File: config.mk
export PLATFORM = sky130hd
export DESIGN_NAME = variable_width_bit_packer
export DESIGN_NICKNAME = d
export VERILOG_FILES = /design/src/design/vwbp_pkg.sv /design/src/design/vwbp_core.sv /design/src/design/vwbp_out_queue.sv /design/src/design/variable_width_bit_packer.sv
export VERILOG_INCLUDE_DIRS = /design/src /design/src/design
export SDC_FILE = /design/constraint.sdc
export NUM_CORES = 1
export LEC_CHECK = 0
export ABC_CLOCK_PERIOD_IN_PS = 4700
export BUFFER_PORTS_ARGS = -buffer_cell sky130_fd_sc_hd__buf_2
export CAP_MARGIN = 15
export CORE_UTILIZATION = 41
export CTS_BUF_LIST = sky130_fd_sc_hd__clkbuf_8 sky130_fd_sc_hd__clkbuf_16
export CTS_CLUSTER_SIZE = 8
export DETAILED_ROUTE_END_ITERATION = 8
export PLACE_DENSITY = 0.61
export SETUP_SLACK_MARGIN = 0.1
export SLEW_MARGIN = 20
export SYNTH_ARGS = -nofsm -noshare
export SYNTH_HDL_FRONTEND = slang
export SYNTH_HIERARCHICAL = 1
export SYNTH_SLANG_ARGS = --single-unit
File: constraint.sdc
create_clock -name clk -period 4.7 [get_ports clk]
set_clock_uncertainty 0.05 [all_clocks]
set_input_delay 0.47 -clock clk [delete_from_list [all_inputs] [get_ports clk]]
set_output_delay 0.47 -clock clk [all_outputs]
set_load 0.01 [all_outputs]
File: src/design/variable_width_bit_packer_macros.svh
// ----------------------------------------------------------------------------
// Assertion macros for the variable-width bit packer
// Shared property forms used by the design modules.
// ----------------------------------------------------------------------------
`ifndef VARIABLE_WIDTH_BIT_PACKER_MACROS_SVH
`define VARIABLE_WIDTH_BIT_PACKER_MACROS_SVH

// condition holds at every edge out of reset
`define VWBP_ASSERT_ALWAYS(label, clk, rst_n, cond) \
	label: assert property (@(posedge clk) disable iff (!rst_n) (cond)) \
		else $error("vwbp: invariant violated");

// consequent holds in the same cycle
`define VWBP_ASSERT_NOW(label, clk, rst_n, ante, cons) \
	label: assert property (@(posedge clk) disable iff (!rst_n) (ante) |-> (cons)) \
		else $error("vwbp: same-cycle check failed");

// consequent holds in the next cycle
`define VWBP_ASSERT_NEXT(label, clk, rst_n, ante, cons) \
	label: assert property (@(posedge clk) disable iff (!rst_n) (ante) |=> (cons)) \
		else $error("vwbp: next-cycle check failed");

`endif

File: src/design/vwbp_pkg.sv
// ----------------------------------------------------------------------------
// vwbp_pkg
// Types and constants shared by the bit packer modules.
// ----------------------------------------------------------------------------
package vwbp_pkg;

	localparam int unsigned WORD_BITS  = 32;
	localparam int unsigned BLOCK_BITS = 31;
	localparam int unsigned WIDTH_BITS = 5;
	localparam int unsigned FILL_BITS  = 5;

	localparam logic [WIDTH_BITS-1:0] WIDTH_RESET = 5'd8;

	typedef struct packed {
		logic [WORD_BITS-1:0] word;
		logic                 last;
	} result_t;

	typedef struct packed {
		logic [1:0] count;
		result_t    r0;
		result_t    r1;
	} push_t;

endpackage

File: src/design/vwbp_core.sv
// ----------------------------------------------------------------------------
// vwbp_core
// Input register, block width register, accumulator and fill count; forms
// up to two packed words per block.
// ----------------------------------------------------------------------------
`include "variable_width_bit_packer_macros.svh"

module vwbp_core (
	input  logic                                 clk,
	input  logic                                 arst_n,
	input  logic                                 cfg_we,
	input  logic [vwbp_pkg::WIDTH_BITS-1:0]      cfg_wdata,
	input  logic                                 in_valid,
	output logic                                 in_ready,
	input  logic [vwbp_pkg::BLOCK_BITS-1:0]      in_data,
	input  logic                                 in_last,
	input  logic [1:0]                           free,
	output vwbp_pkg::push_t                      push
);

	logic [vwbp_pkg::WIDTH_BITS-1:0] width_q;
	logic                            valid_s1;
	logic [vwbp_pkg::BLOCK_BITS-1:0] data_s1;
	logic                            last_s1;
	logic [vwbp_pkg::WORD_BITS-1:0]  acc_q;
	logic [vwbp_pkg::FILL_BITS-1:0]  fill_q;

	logic [vwbp_pkg::BLOCK_BITS-1:0] v_m;
	logic [62:0]                     combined;
	logic [5:0]                      total;
	logic                            full;
	logic [4:0]                      rest;
	logic [1:0]                      n;
	logic                            s1_adv;
	vwbp_pkg::result_t               r0;
	vwbp_pkg::result_t               r1;
	logic [vwbp_pkg::WORD_BITS-1:0]  acc_n;
	logic [vwbp_pkg::FILL_BITS-1:0]  fill_n;

	always_comb begin
		v_m      = data_s1 & ~({vwbp_pkg::BLOCK_BITS{1'b1}} << width_q);
		combined = {31'b0, acc_q} | ({32'b0, v_m} << fill_q);
		total    = {1'b0, fill_q} + {1'b0, width_q};
		full     = total[5];
		rest     = total[4:0];
		r0.word  = combined[31:0];
		r0.last  = 1'b0;
		r1.word  = {1'b0, combined[62:32]};
		r1.last  = 1'b1;
		n        = 2'd0;
		if (full) begin
			n       = 2'd1;
			r0.last = last_s1 && (rest == 5'd0);
			if (last_s1 && (rest != 5'd0)) begin
				n = 2'd2;
			end
		end else if (last_s1) begin
			n       = 2'd1;
			r0.last = 1'b1;
		end
		if (last_s1) begin
			acc_n  = '0;
			fill_n = '0;
		end else if (full) begin
			acc_n  = {1'b0, combined[62:32]};
			fill_n = rest;
		end else begin
			acc_n  = combined[31:0];
			fill_n = total[4:0];
		end
	end

	assign s1_adv     = valid_s1 && (n <= free);
	assign in_ready   = !valid_s1 || s1_adv;
	assign push.count = s1_adv ? n : 2'd0;
	assign push.r0    = r0;
	assign push.r1    = r1;

	always_ff @(posedge clk or negedge arst_n) begin
		if (!arst_n) begin
			width_q <= vwbp_pkg::WIDTH_RESET;
		end else if (cfg_we) begin
			width_q <= cfg_wdata;
		end
	end

	always_ff @(posedge clk or negedge arst_n) begin
		if (!arst_n) begin
			valid_s1 <= 1'b0;
		end else if (in_ready) begin
			valid_s1 <= in_valid;
		end
	end

	always_ff @(posedge clk) begin
		if (in_ready && in_valid) begin
			data_s1 <= in_data;
			last_s1 <= in_last;
		end
	end

	always_ff @(posedge clk or negedge arst_n) begin
		if (!arst_n) begin
			acc_q  <= '0;
			fill_q <= '0;
		end else if (s1_adv) begin
			acc_q  <= acc_n;
			fill_q <= fill_n;
		end
	end

	`VWBP_ASSERT_NEXT(a_final_clears, clk, arst_n, s1_adv && last_s1, (acc_q == '0) && (fill_q == '0))
	`VWBP_ASSERT_ALWAYS(a_acc_above_fill_zero, clk, arst_n, (acc_q >> fill_q) == '0)
	`VWBP_ASSERT_NEXT(a_stall_holds_item, clk, arst_n, valid_s1 && !s1_adv, valid_s1)

endmodule

File: src/design/vwbp_out_queue.sv
// ----------------------------------------------------------------------------
// vwbp_out_queue
// Two-entry result queue; the head entry drives the output channel.
// ----------------------------------------------------------------------------
`include "variable_width_bit_packer_macros.svh"

module vwbp_out_queue (
	input  logic                            clk,
	input  logic                            arst_n,
	input  vwbp_pkg::push_t                 push,
	output logic [1:0]                      free,
	output logic                            out_valid,
	input  logic                            out_ready,
	output logic [vwbp_pkg::WORD_BITS-1:0]  out_word,
	output logic                            out_last
);

	logic [1:0]        cnt_q;
	vwbp_pkg::result_t q0_q;
	vwbp_pkg::result_t q1_q;

	logic              pop;
	logic [1:0]        cnt_ap;
	logic [1:0]        cnt_n;
	vwbp_pkg::result_t q0_n;
	vwbp_pkg::result_t q1_n;

	assign out_valid = (cnt_q != 2'd0);
	assign pop       = out_valid && out_ready;
	assign cnt_ap    = cnt_q - {1'b0, pop};
	assign free      = 2'd2 - cnt_ap;
	assign cnt_n     = cnt_ap + push.count;
	assign out_word  = q0_q.word;
	assign out_last  = q0_q.last;

	always_comb begin
		q0_n = pop ? q1_q : q0_q;
		q1_n = q1_q;
		case (cnt_ap)
			2'd0: begin
				q0_n = push.r0;
				q1_n = push.r1;
			end
			2'd1: begin
				q1_n = push.r0;
			end
			default: begin
				q1_n = q1_q;
			end
		endcase
	end

	always_ff @(posedge clk or negedge arst_n) begin
		if (!arst_n) begin
			cnt_q <= 2'd0;
		end else begin
			cnt_q <= cnt_n;
		end
	end

	always_ff @(posedge clk) begin
		q0_q <= q0_n;
		q1_q <= q1_n;
	end

	`VWBP_ASSERT_ALWAYS(a_push_fits, clk, arst_n, push.count <= free)
	`VWBP_ASSERT_NEXT(a_pop_drains, clk, arst_n, pop && (push.count == 2'd0), cnt_q == $past(cnt_q) - 2'd1)
	`VWBP_ASSERT_NEXT(a_push_shows, clk, arst_n, (push.count != 2'd0) && (cnt_ap == 2'd0), out_valid)

endmodule

File: src/design/variable_width_bit_packer.sv
// ----------------------------------------------------------------------------
// variable_width_bit_packer
// Packs blocks of a configured width, LSB first, into 32-bit words.
// ----------------------------------------------------------------------------
// channel   direction  payload (low bit up)              handshake
// s_axis    in         tdata: block_value[30:0], pad 0    tvalid/tready
//                      tlast: final_block
// m_axis    out        tdata: packed_word[31:0]           tvalid/tready
//                      tlast: last_word
// cfg       in         cfg_wdata: block_width[4:0]        cfg_we
//
// One block per cycle while the result queue has room; a block yields 0, 1
// or 2 words, and one word leaves per cycle while m_axis_tready is high.
// A block passes through the input register and then the result queue.
// The two-entry result queue sets how far the input runs ahead of a stall.
// Reset: block_width 8, accumulator and fill count cleared, queue empty.
// ----------------------------------------------------------------------------
module variable_width_bit_packer (
	input  logic        clk,
	input  logic        arst_n,
	input  logic        cfg_we,
	input  logic [4:0]  cfg_wdata,      // block_width[4:0]
	input  logic        s_axis_tvalid,
	output logic        s_axis_tready,
	input  logic [31:0] s_axis_tdata,   // block_value[30:0], zero [31]
	input  logic        s_axis_tlast,
	output logic        m_axis_tvalid,
	input  logic        m_axis_tready,
	output logic [31:0] m_axis_tdata,   // packed_word[31:0]
	output logic        m_axis_tlast
);

	vwbp_pkg::push_t push;
	logic [1:0]      free;

	vwbp_core u_core (
		.clk      (clk),
		.arst_n   (arst_n),
		.cfg_we   (cfg_we),
		.cfg_wdata(cfg_wdata),
		.in_valid (s_axis_tvalid),
		.in_ready (s_axis_tready),
		.in_data  (s_axis_tdata[30:0]),
		.in_last  (s_axis_tlast),
		.free     (free),
		.push     (push)
	);

	vwbp_out_queue u_out_queue (
		.clk      (clk),
		.arst_n   (arst_n),
		.push     (push),
		.free     (free),
		.out_valid(m_axis_tvalid),
		.out_ready(m_axis_tready),
		.out_word (m_axis_tdata),
		.out_last (m_axis_tlast)
	);

endmodule

==> flow_metrics.tcl, run 1 <==
set metrics [dict create \
    ant_nets 0 \
    place.gp.congestion 0.915 \
    reg2reg_from "u_core/width_q[0]" \
    grt_first_pass_wirelength_um 38800 \
    io_buffers 76 \
    synth_top_area_share_pct 32.0 \
    syn-cell-area_mm2 0.00920 \
    synth-async-reset-ratio_pct 31.5 \
    layout-drive-gt1-share_pct 25.9 \
    syn_inst 863 \
    syn2layout_area_growth_pct 12.4 \
    rsz0062_at_grt "no" \
    yosys_warnings 6 \
    max_freq_mhz 240 \
    peakVddDrop_mv 0.560 \
    n_antenna_cell 0 \
    r2r_slack_ns 0.53 \
    slew_headroom_pct 22.2 \
    drtIter0Drc 847 \
    ys_seq_area_share_pct 44.2 \
    grt_pass1_vias 6763 \
    max-cap-violations 0 \
    pin_count 78 \
    wl_per_cell_um 20.5 \
    dp_hpwl_um 17700 \
    ff2ff_path_depth 15 \
    cp.required_ns 5.00 \
    powerDensity_mw_per_mm2 845 \
    cts_buffers 17 \
    post-route-util_pct 47.2 \
    viasPerCell 6.02 \
    ys_ff_latch 143 \
    die_x_um 152 \
    dr.pass1.iters 6 \
    cts.sinks 143 \
    cts_max_path_buffers 2 \
    worst_pin_slew_ns 1.16 \
    status "finished, final reports clean" \
    ys_types 86 \
    period_minus_slack_ns 4.17 \
    cp-end-kind "flip-flop" \
    setup_tns_ns 0 \
    setup-violations-final 0 \
    drv_slew 0 \
    synth_area_leaders "edfxtp_1 (32%), dfrtp_1 (12%), mux2_2 (6.2%)" \
    fill_cells 2068 \
    period_share_pct 88.7 \
    drc 0 \
    synth_top_flop_cell "edfxtp_1" \
    placed_area_mm2 0.00972 \
    clk_pin_slew_ns 0.07 \
    hold_path_class "primary input to flip-flop" \
    clk-insertion-delay-late_ns 0.43 \
    grt_overflow 0 \
    crit_fanout 10 \
    vias 7267 \
    place_ws_ns 0.558 \
    dpl.cell_count 1175 \
    htree_levels 4 \
    drt-total-wl_um 24800 \
    whs_endpoint "u_core/data_s1[16]" \
    synth.avg_cell_area_um2 10.7 \
    cts_resized 0 \
    postLayoutCellArea_mm2 0.0103 \
    stdcell_count 1208 \
    cts.root.buffer_cell "clkbuf_16" \
    nNetsFinal 969 \
    antenna_found_initial 0 \
    worst_slack_ns 0.531 \
    fp.coreArea_mm2 0.0219 \
    die-area_mm2 0.0230 \
    rows 54 \
    fin_hold_ws_ns 0.157 \
    crit_path_start_kind "flip-flop" \
    r2r_end "u_core/acc_q[14]" \
    power_mw 8.73 \
    synth_edf_count 98 \
    cts_tree "done" \
    hold_violations 0 \
    grt_use_total_pct 22.6 \
    yosys.area.top_type "edfxtp_1" \
    die_h_um 152 \
    crit_arrival_ns 4.47 \
    hold_start "s_axis_tdata[16]" \
    synth_common_cells "edfxtp_1 (98), nor2_1 (65), nand2_1 (61)" \
    p_leak_nw 4.18 \
    grt_max_degree 63 \
    yosysMostFrequentCell "edfxtp_1" \
    worstSetupPathType "flip-flop to flip-flop" \
    worstHoldPathCells 1 \
    start_util_pct 42.0 \
]
sequential cells by signal (all words and copies together), names as in the netlist:
| register | flops |
|---|---|
| u_core/valid_s1 | 1 |
| u_core/data_s1 | 31 |
| u_core/fill_q | 5 |
| u_core/last_s1 | 1 |
| u_core/width_q | 5 |
| u_out_queue/cnt_q | 2 |
| u_out_queue/q1_q | 33 |
| u_out_queue/out_last | 1 |
| u_out_queue/out_word | 32 |
| u_core/acc_q | 32 |
layer usage:
layer | global-route usage, % | vias to the layer above | share of wire, %
li1 | - | 3407 | -
met1 | 31.6 | 3470 | 45
met2 | 34.4 | 326 | 45
met3 | 3.68 | 64 | 6.8
met4 | 9.65 | 0 | 3.5
met5 | 0 | - | 0
cell families after synthesis:
logic type               count (synthesis)  synth area share, %
AO/OA/AOI/OAI                          258                 20.8
multiplexers                           117                 15.1
other                                    2               0.0816
adder cells (fa/ha/maj)                 11                 1.58
XOR/XNOR                                 7                0.748
buffers and inverters                   89                 5.03
flip-flops                             143                 44.2
AND/OR/NAND/NOR                        236                 12.4
report_power, final:
part	switching [mW]	leakage (nW)	total [mW]	internal, mW
combinational	3.01	2.32	4.88	1.86
clock	0.608	0.297	1.41	0.803
sequential	0.206	1.56	2.44	2.24
total	3.83	4.18	8.73	4.91
worst max-delay path: stages (launching register included):
cell and delay, ns:
dfrtp_1 0.39, ha_1 0.22, fa_1 0.41, xor2_1 0.19, or3_1 0.32, o31a_1 0.32
nand2_1 0.10, inv_1 0.05, ha_1 0.28, nor2b_1 0.15, o21ai_0 0.23, nand2_1 0.27
nor3_1 0.52, nand2_1 0.31, a2bb2oi_1 0.20, o21ai_0 0.08
placed cells by master, fill, tap and decap left out, drive strengths merged, types with 6 or more instances in the layout:
master / count
mux2: 82
a2111oi: 6
a21oi: 42
nand2: 61
mux2i: 35
o31ai: 8
o221ai: 9
nor4: 7
o21bai: 15
nand3: 11
a2bb2oi: 8
nor2b: 9
o22ai: 15
dfrtp: 44
clkbuf: 17
edfxtp: 98
a22o: 7
a31oi: 7
nand2b: 13
or2: 7
a221o: 10
o21ai: 40
a211oi: 12
inv: 29
ha: 10
and2: 13
a21o: 16
buf: 98
nor2: 67
nor3: 24
how the worst max path moves through the flow:
| stage | end | cells after the start | slack [ns] | startpoint |
|---|---|---|---|---|
| finish | u_core/acc_q[14] | 15 | 0.53 | u_core/width_q[0] |
| detailed placement | u_core/acc_q[14] | 15 | 0.56 | u_core/fill_q[0] |
| floorplan | u_core/data_s1[0] | 11 | 0.75 | u_core/width_q[0] |
| global route | u_core/acc_q[8] | 16 | 0.18 | u_core/width_q[0] |
| global placement | u_core/acc_q[14] | 15 | 0.64 | u_core/fill_q[0] |
| CTS | u_core/acc_q[14] | 15 | 0.54 | u_core/width_q[0] |
final cells by class:
| class | count | area, um^2 | area share, % |
|---|---|---|---|
| tap | 280 | 350 | 3.39 |
| clock inverter | 15 | 175 | 1.69 |
| sequential | 143 | 4070 | 39.4 |
| multi-input combinational | 632 | 4670 | 45.2 |
| inverter | 22 | 82.6 | 0.799 |
| clock buffer | 17 | 425 | 4.12 |
| timing repair buffer | 99 | 556 | 5.38 |
repair_timing:
item / CTS / global route
setup buffers: 0 / 0
hold endpoints to repair: 8 / 0
hold buffers: 1 / 0
No activity file was read; power rests on OpenSTA's default activity.
==> run 2, diff against run 1 <==
Settings changed: CELL_PAD_IN_SITES_DETAIL_PLACEMENT set to 0, CELL_PAD_IN_SITES_GLOBAL_PLACEMENT set to 1, PLACE_DENSITY 0.61 to 0.73.
==> run 2 against run 1 <==
Effect of this change:
- largest power group unchanged
- critical path depth is the same
- via count increased by 0.30%
- register-to-register slack lost 0.02 ns
- first-iteration DRC count shrank 34%
- combinational power barely moved
- worst hold slack worse by 0.068 ns
- critical endpoint is now u_core/acc_q[16]
==> flow_metrics.tcl, run 2 (same netlist as run 1, synthesis figures left out) <==
set metrics [dict create \
    status "finished, final reports clean" \
    cpPeakStageDelay_ns 0.50 \
    setup-violations-final 0 \
    cts_buffers 17 \
    cts_max_path_buffers 2 \
    die-area_mm2 0.0230 \
    clk-insertion-delay-late_ns 0.43 \
    powerDensity_mw_per_mm2 839 \
    ff2ff_path_depth 15 \
    fin_hold_ws_ns 0.0886 \
    grt_first_pass_wirelength_um 40100 \
    place.gp.congestion 0.887 \
    drv_slew 0 \
    setup_tns_ns 0 \
    worstPathCellList "buf_4 -> ha_1 -> or3_1 -> o31a_1 -> nand2_1 -> o21ai_0 -> ha_1 -> nand2_1 -> o21ai_0 -> nand2_1 -> buf_4 -> nor3_2 -> buf_4 -> nor2_1 -> o21ai_0" \
    period_share_pct 89.0 \
    htree_levels 4 \
    hold_buffers 0 \
    netSwitchingFraction_pct 44.4 \
    cp.required_ns 4.93 \
    place_ws_ns 0.543 \
    die_x_um 152 \
    drtIter0Drc 561 \
    cts.sinks 143 \
    p_int_mw 4.79 \
    cts_resized 0 \
    drc 0 \
    final_cell_mix "edfxtp_1 (98), buf_2 (76), nor2_1 (65)" \
    crit_fanout 63 \
    cp_top_family "simple AND/OR/NAND/NOR gates" \
    cp-end-kind "flip-flop" \
    max-cap-violations 0 \
    crit_path_start_kind "flip-flop" \
    p_switching_mw 3.82 \
    nNetsFinal 969 \
    crit_arrival_ns 4.42 \
    worstSetupPathType "flip-flop to flip-flop" \
    die_h_um 152 \
    n_antenna_cell 0 \
    fp.coreArea_mm2 0.0219 \
    slew_headroom_pct 27.0 \
    largest_reg_flops 33 \
    grt_overflow 0 \
    io_buffers 76 \
    worst_slack_ns 0.515 \
    cts_tree "done" \
    regMostFlops "u_out_queue/q1_q" \
    max_freq_mhz 239 \
    dp_hpwl_um 17900 \
    rsz0062_at_grt "no" \
    r2r_end "u_core/acc_q[16]" \
    ant_nets 0 \
    p_leak_nw 4.15 \
    grt_use_total_pct 23.3 \
    hold_violations 0 \
    grt_pass1_vias 6889 \
    clk_pin_slew_ns 0.06 \
    start_util_pct 42.0 \
    reg2reg_from "u_core/fill_q[0]" \
    syn2layout_area_growth_pct 11.7 \
    wl_met2_um 11700 \
    antenna_found_initial 0 \
    combPwrFrac_pct 57.0 \
    dr.pass1.iters 8 \
    r2r_slack_ns 0.52 \
    wl_met3_um 1600 \
    period_minus_slack_ns 4.18 \
    final_common_cell "edfxtp_1" \
    drt-total-wl_um 25400 \
    hold_path_class "primary input to async pin" \
    rows 54 \
    peakVddDrop_mv 0.546 \
    vias 7289 \
    wl_met1_um 11500 \
    crit_slowest_cell "buf_4" \
    clkPwrFrac_pct 14.7 \
    viasPerCell 6.03 \
    layout-drive-gt1-share_pct 25.8 \
    worst_pin_slew_ns 1.09 \
    grt_max_degree 64 \
    crit_buf_inv 3 \
    cts_setup_buffers 0 \
    pwr-share-seq_pct 28.3 \
    topRoutingLayerUsed "met4" \
    pin_count 78 \
    cts.root.buffer_cell "clkbuf_16" \
    wl_per_cell_um 21.0 \
]
## run 2: cell types whose count changed in the layout (fill, tap and decap cells not counted)
cell	change
clkinv_4	+3
inv_8	-3
bufinv_16	-2
buf_4	+1
clkinv_1	+1
clkinvlp_4	+1
dlygate4sd3_1	-1
inv_1	+1
inv_6	-1
## run 2: per-layer routing
| layer | GRT usage (%) | vias up |
|---|---|---|
| met5 | 0 | - |
| met4 | 8.22 | 0 |
| met3 | 4.61 | 45 |
| met2 | 35.9 | 282 |
| met1 | 32.4 | 3552 |
| li1 | - | 3410 |
## run 2: how the worst max path moves through the flow
stage / from / to / cells after the start
CTS: u_core/fill_q[0] / u_core/acc_q[16] / 15
detailed placement: u_core/fill_q[0] / u_core/acc_q[16] / 15
global route: u_core/fill_q[0] / u_core/acc_q[16] / 15
finish: u_core/fill_q[0] / u_core/acc_q[16] / 15
floorplan: u_core/width_q[0] / u_core/data_s1[0] / 11
global placement: u_core/fill_q[0] / u_core/acc_q[19] / 15
## run 2: power by group through the flow
stage                     registers (mW)  clock network, mW  logic, mW
after CTS                           2.45               1.30       4.90
after global placement              2.45                  0       4.82
after floorplan                     2.50                  0       3.49
after global routing                2.51               1.34       5.36
final                               2.44               1.26       4.91
after detailed placement            2.47                  0       4.87
## run 2: area by class of cell
cell class	count	area (um^2)
multi-input cells	632	4670
inverters	22	82.6
clock buffers	17	425
repair buffers	99	553
flip-flops and latches	143	4070
fillers	2141	11600
clock inverters	15	114
well taps	280	350
## run 2: per-stage QoR
| step | instances | util, % | total power [mW] | cell area, um^2 |
|---|---|---|---|---|
| detailed placement | 1176 | 44.5 | 7.34 | 9730 |
| finish | 1208 | 46.9 | 8.61 | 10300 |
| global route | 1208 | 46.9 | 9.21 | 10300 |
| CTS | 1208 | 46.9 | 8.64 | 10300 |
| floorplan | 864 | - | 5.99 | 9200 |
| global placement | 1176 | 44.5 | 7.27 | 9730 |
## run 2: worst register-to-register path: stages, from the launching register on
cell     delay, ns
dfrtp_2       0.36
buf_4         0.50
ha_1          0.36
or3_1         0.35
o31a_1        0.32
nand2_1       0.11
o21ai_0       0.13
ha_1          0.30
nand2_1       0.08
o21ai_0       0.12
nand2_1       0.15
buf_4         0.27
nor3_2        0.07
buf_4         0.24
nor2_1        0.44
o21ai_0       0.18
==> run 3, diff against run 2 <==
Settings changed: CORE_UTILIZATION 41 to 29, PLACE_DENSITY 0.73 to 0.56.
==> run 3 against run 2 <==
Effect of this change:
- largest cell class unchanged
- largest power group unchanged
- routed wire length rose by 13%
- setup slack got worse by 0.078 ns
- clock power rose by 9.5%
- via count fell by 0.48%
- worst hold slack got worse by 0.0018 ns
- critical path type unchanged
- flip-flop and latch count did not move
==> flow_metrics.tcl, run 3 (same netlist as run 1, synthesis figures left out) <==
set metrics [dict create \
    powerDensity_mw_per_mm2 849 \
    cts.sinks 143 \
    htree_levels 4 \
    start_util_pct 29.8 \
    max-cap-violations 0 \
    period_share_pct 90.7 \
    power_mw 8.91 \
    clk_pin_slew_ns 0.07 \
    viasPerCell 5.46 \
    cp.required_ns 5.03 \
    cts_buffers 17 \
    cts_max_path_buffers 2 \
    p_leak_nw 4.19 \
    setup-violations-final 0 \
    syn2layout_area_growth_pct 14.1 \
    die-area_mm2 0.0324 \
    worst_pin_slew_ns 0.927 \
    crit_path_start "u_core/fill_q[0]" \
    n_antenna_cell 0 \
    crit_fanout 8 \
    fill_cells 3177 \
    cp-end-kind "flip-flop" \
    dp_hpwl_um 20300 \
    vias 7254 \
    clk-insertion-delay-late_ns 0.45 \
    grt_overflow 0 \
    cts_resized 0 \
    fp.coreArea_mm2 0.0309 \
    post-route-util_pct 33.9 \
    max_freq_mhz 235 \
    die_h_um 180 \
    grt_use_total_pct 18.3 \
    worstPathCellList "ha_1 -> fa_1 -> xor2_1 -> or3_1 -> o31a_1 -> nand2_1 -> inv_1 -> ha_1 -> nor2b_1 -> o21ai_0 -> nand2_1 -> nor3_2 -> nand2_1 -> o21bai_1 -> a22o_1" \
    cpPeakStageDelay_ns 0.43 \
    grt_max_degree 63 \
    ff2ff_path_depth 15 \
    grt_first_pass_wirelength_um 45200 \
    drt-total-wl_um 28800 \
    layout-drive-gt1-share_pct 26.3 \
    cts.root.buffer_cell "clkbuf_16" \
    antenna_found_initial 0 \
    cts_tree "done" \
    final_common_cell "edfxtp_1" \
    setup_tns_ns 0 \
    status "finished, final reports clean" \
    hold_violations 0 \
    crit_end "u_core/acc_q[8]" \
    final_cell_mix "edfxtp_1 (98), buf_2 (76), nor2_1 (65)" \
    nNetsFinal 974 \
    crit_top_cell "nand2_1" \
    rows 64 \
    fin_hold_ws_ns 0.0868 \
    die_x_um 180 \
    dr.pass1.iters 5 \
    area.sequential_mm2 0.00407 \
    period_minus_slack_ns 4.26 \
    reg2reg_from "u_core/fill_q[0]" \
    hold_path_class "primary input to async pin" \
    crit_path_start_kind "flip-flop" \
    largest_reg_flops 33 \
    ant_nets 0 \
    pin_count 78 \
    drc 0 \
    rsz0062_at_grt "no" \
    crit_slowest_cell "nor3_2" \
    r2r_slack_ns 0.44 \
    cts_setup_buffers 0 \
    drtIter0Drc 616 \
    io_buffers 76 \
    peakVddDrop_mv 0.545 \
    multi_input_area_mm2 0.00467 \
    r2r_end "u_core/acc_q[8]" \
    worstSetupPathType "flip-flop to flip-flop" \
    wl_per_cell_um 21.7 \
    drv_slew 0 \
    regMostFlops "u_out_queue/q1_q" \
    crit_arrival_ns 4.59 \
    hold_buffers 0 \
    grt_pass1_vias 7301 \
    place.gp.congestion 0.834 \
    slew_headroom_pct 37.5 \
]
[run 3: critical path: cells and delay by family, from the launching register on]
kind	cells	cell delay, ns
AO/OA/AOI/OAI	4	0.99
XOR/XNOR	1	0.18
adder cells (fa/ha/maj)	3	0.87
buffers and inverters	1	0.06
flip-flops	1	0.41
AND/OR/NAND/NOR	6	1.61
[run 3: through the flow]
stage          setup slack (ns)  std cells  cell area, um^2
2_1_floorplan             0.754        864             9200
6_report                  0.437       1328            10500
4_1_cts                   0.508       1328            10500
3_3_place_gp              0.646       1297             9910
5_1_grt                   0.171       1328            10500
3_5_place_dp              0.532       1297             9910
[run 3: per-layer routing]
layer | track usage, % | vias to the layer above | routed length, um
li1 | - | 3421 | -
met1 | 24.7 | 3621 | 13500
met2 | 29.2 | 180 | 13400
met3 | 3.31 | 32 | 1220
met4 | 6.43 | 0 | 657
met5 | 0 | - | 0
[run 3: worst min path at each step]
stage                                 to
floorplan                u_core/acc_q[0]
global placement        u_core/acc_q[24]
detailed placement      u_core/acc_q[15]
CTS                 u_out_queue/cnt_q[0]
global route          u_core/data_s1[27]
finish              u_out_queue/cnt_q[0]
[run 3: layout make-up]
cell class,count,share of cell area (%)
Clock buffer,17,4.05
Clock inverter,14,1.44
Inverter,22,0.787
Multi-Input combinational cell,632,44.6
Sequential cell,143,38.8
Tap cell,396,4.72
Timing Repair Buffer,104,5.63
[run 3: report_power, final]
part           internal, mW  leakage (nW)  switching, mW
sequential             2.24          1.56          0.213
combinational          1.90          2.35           3.18
clock                 0.786         0.282          0.592
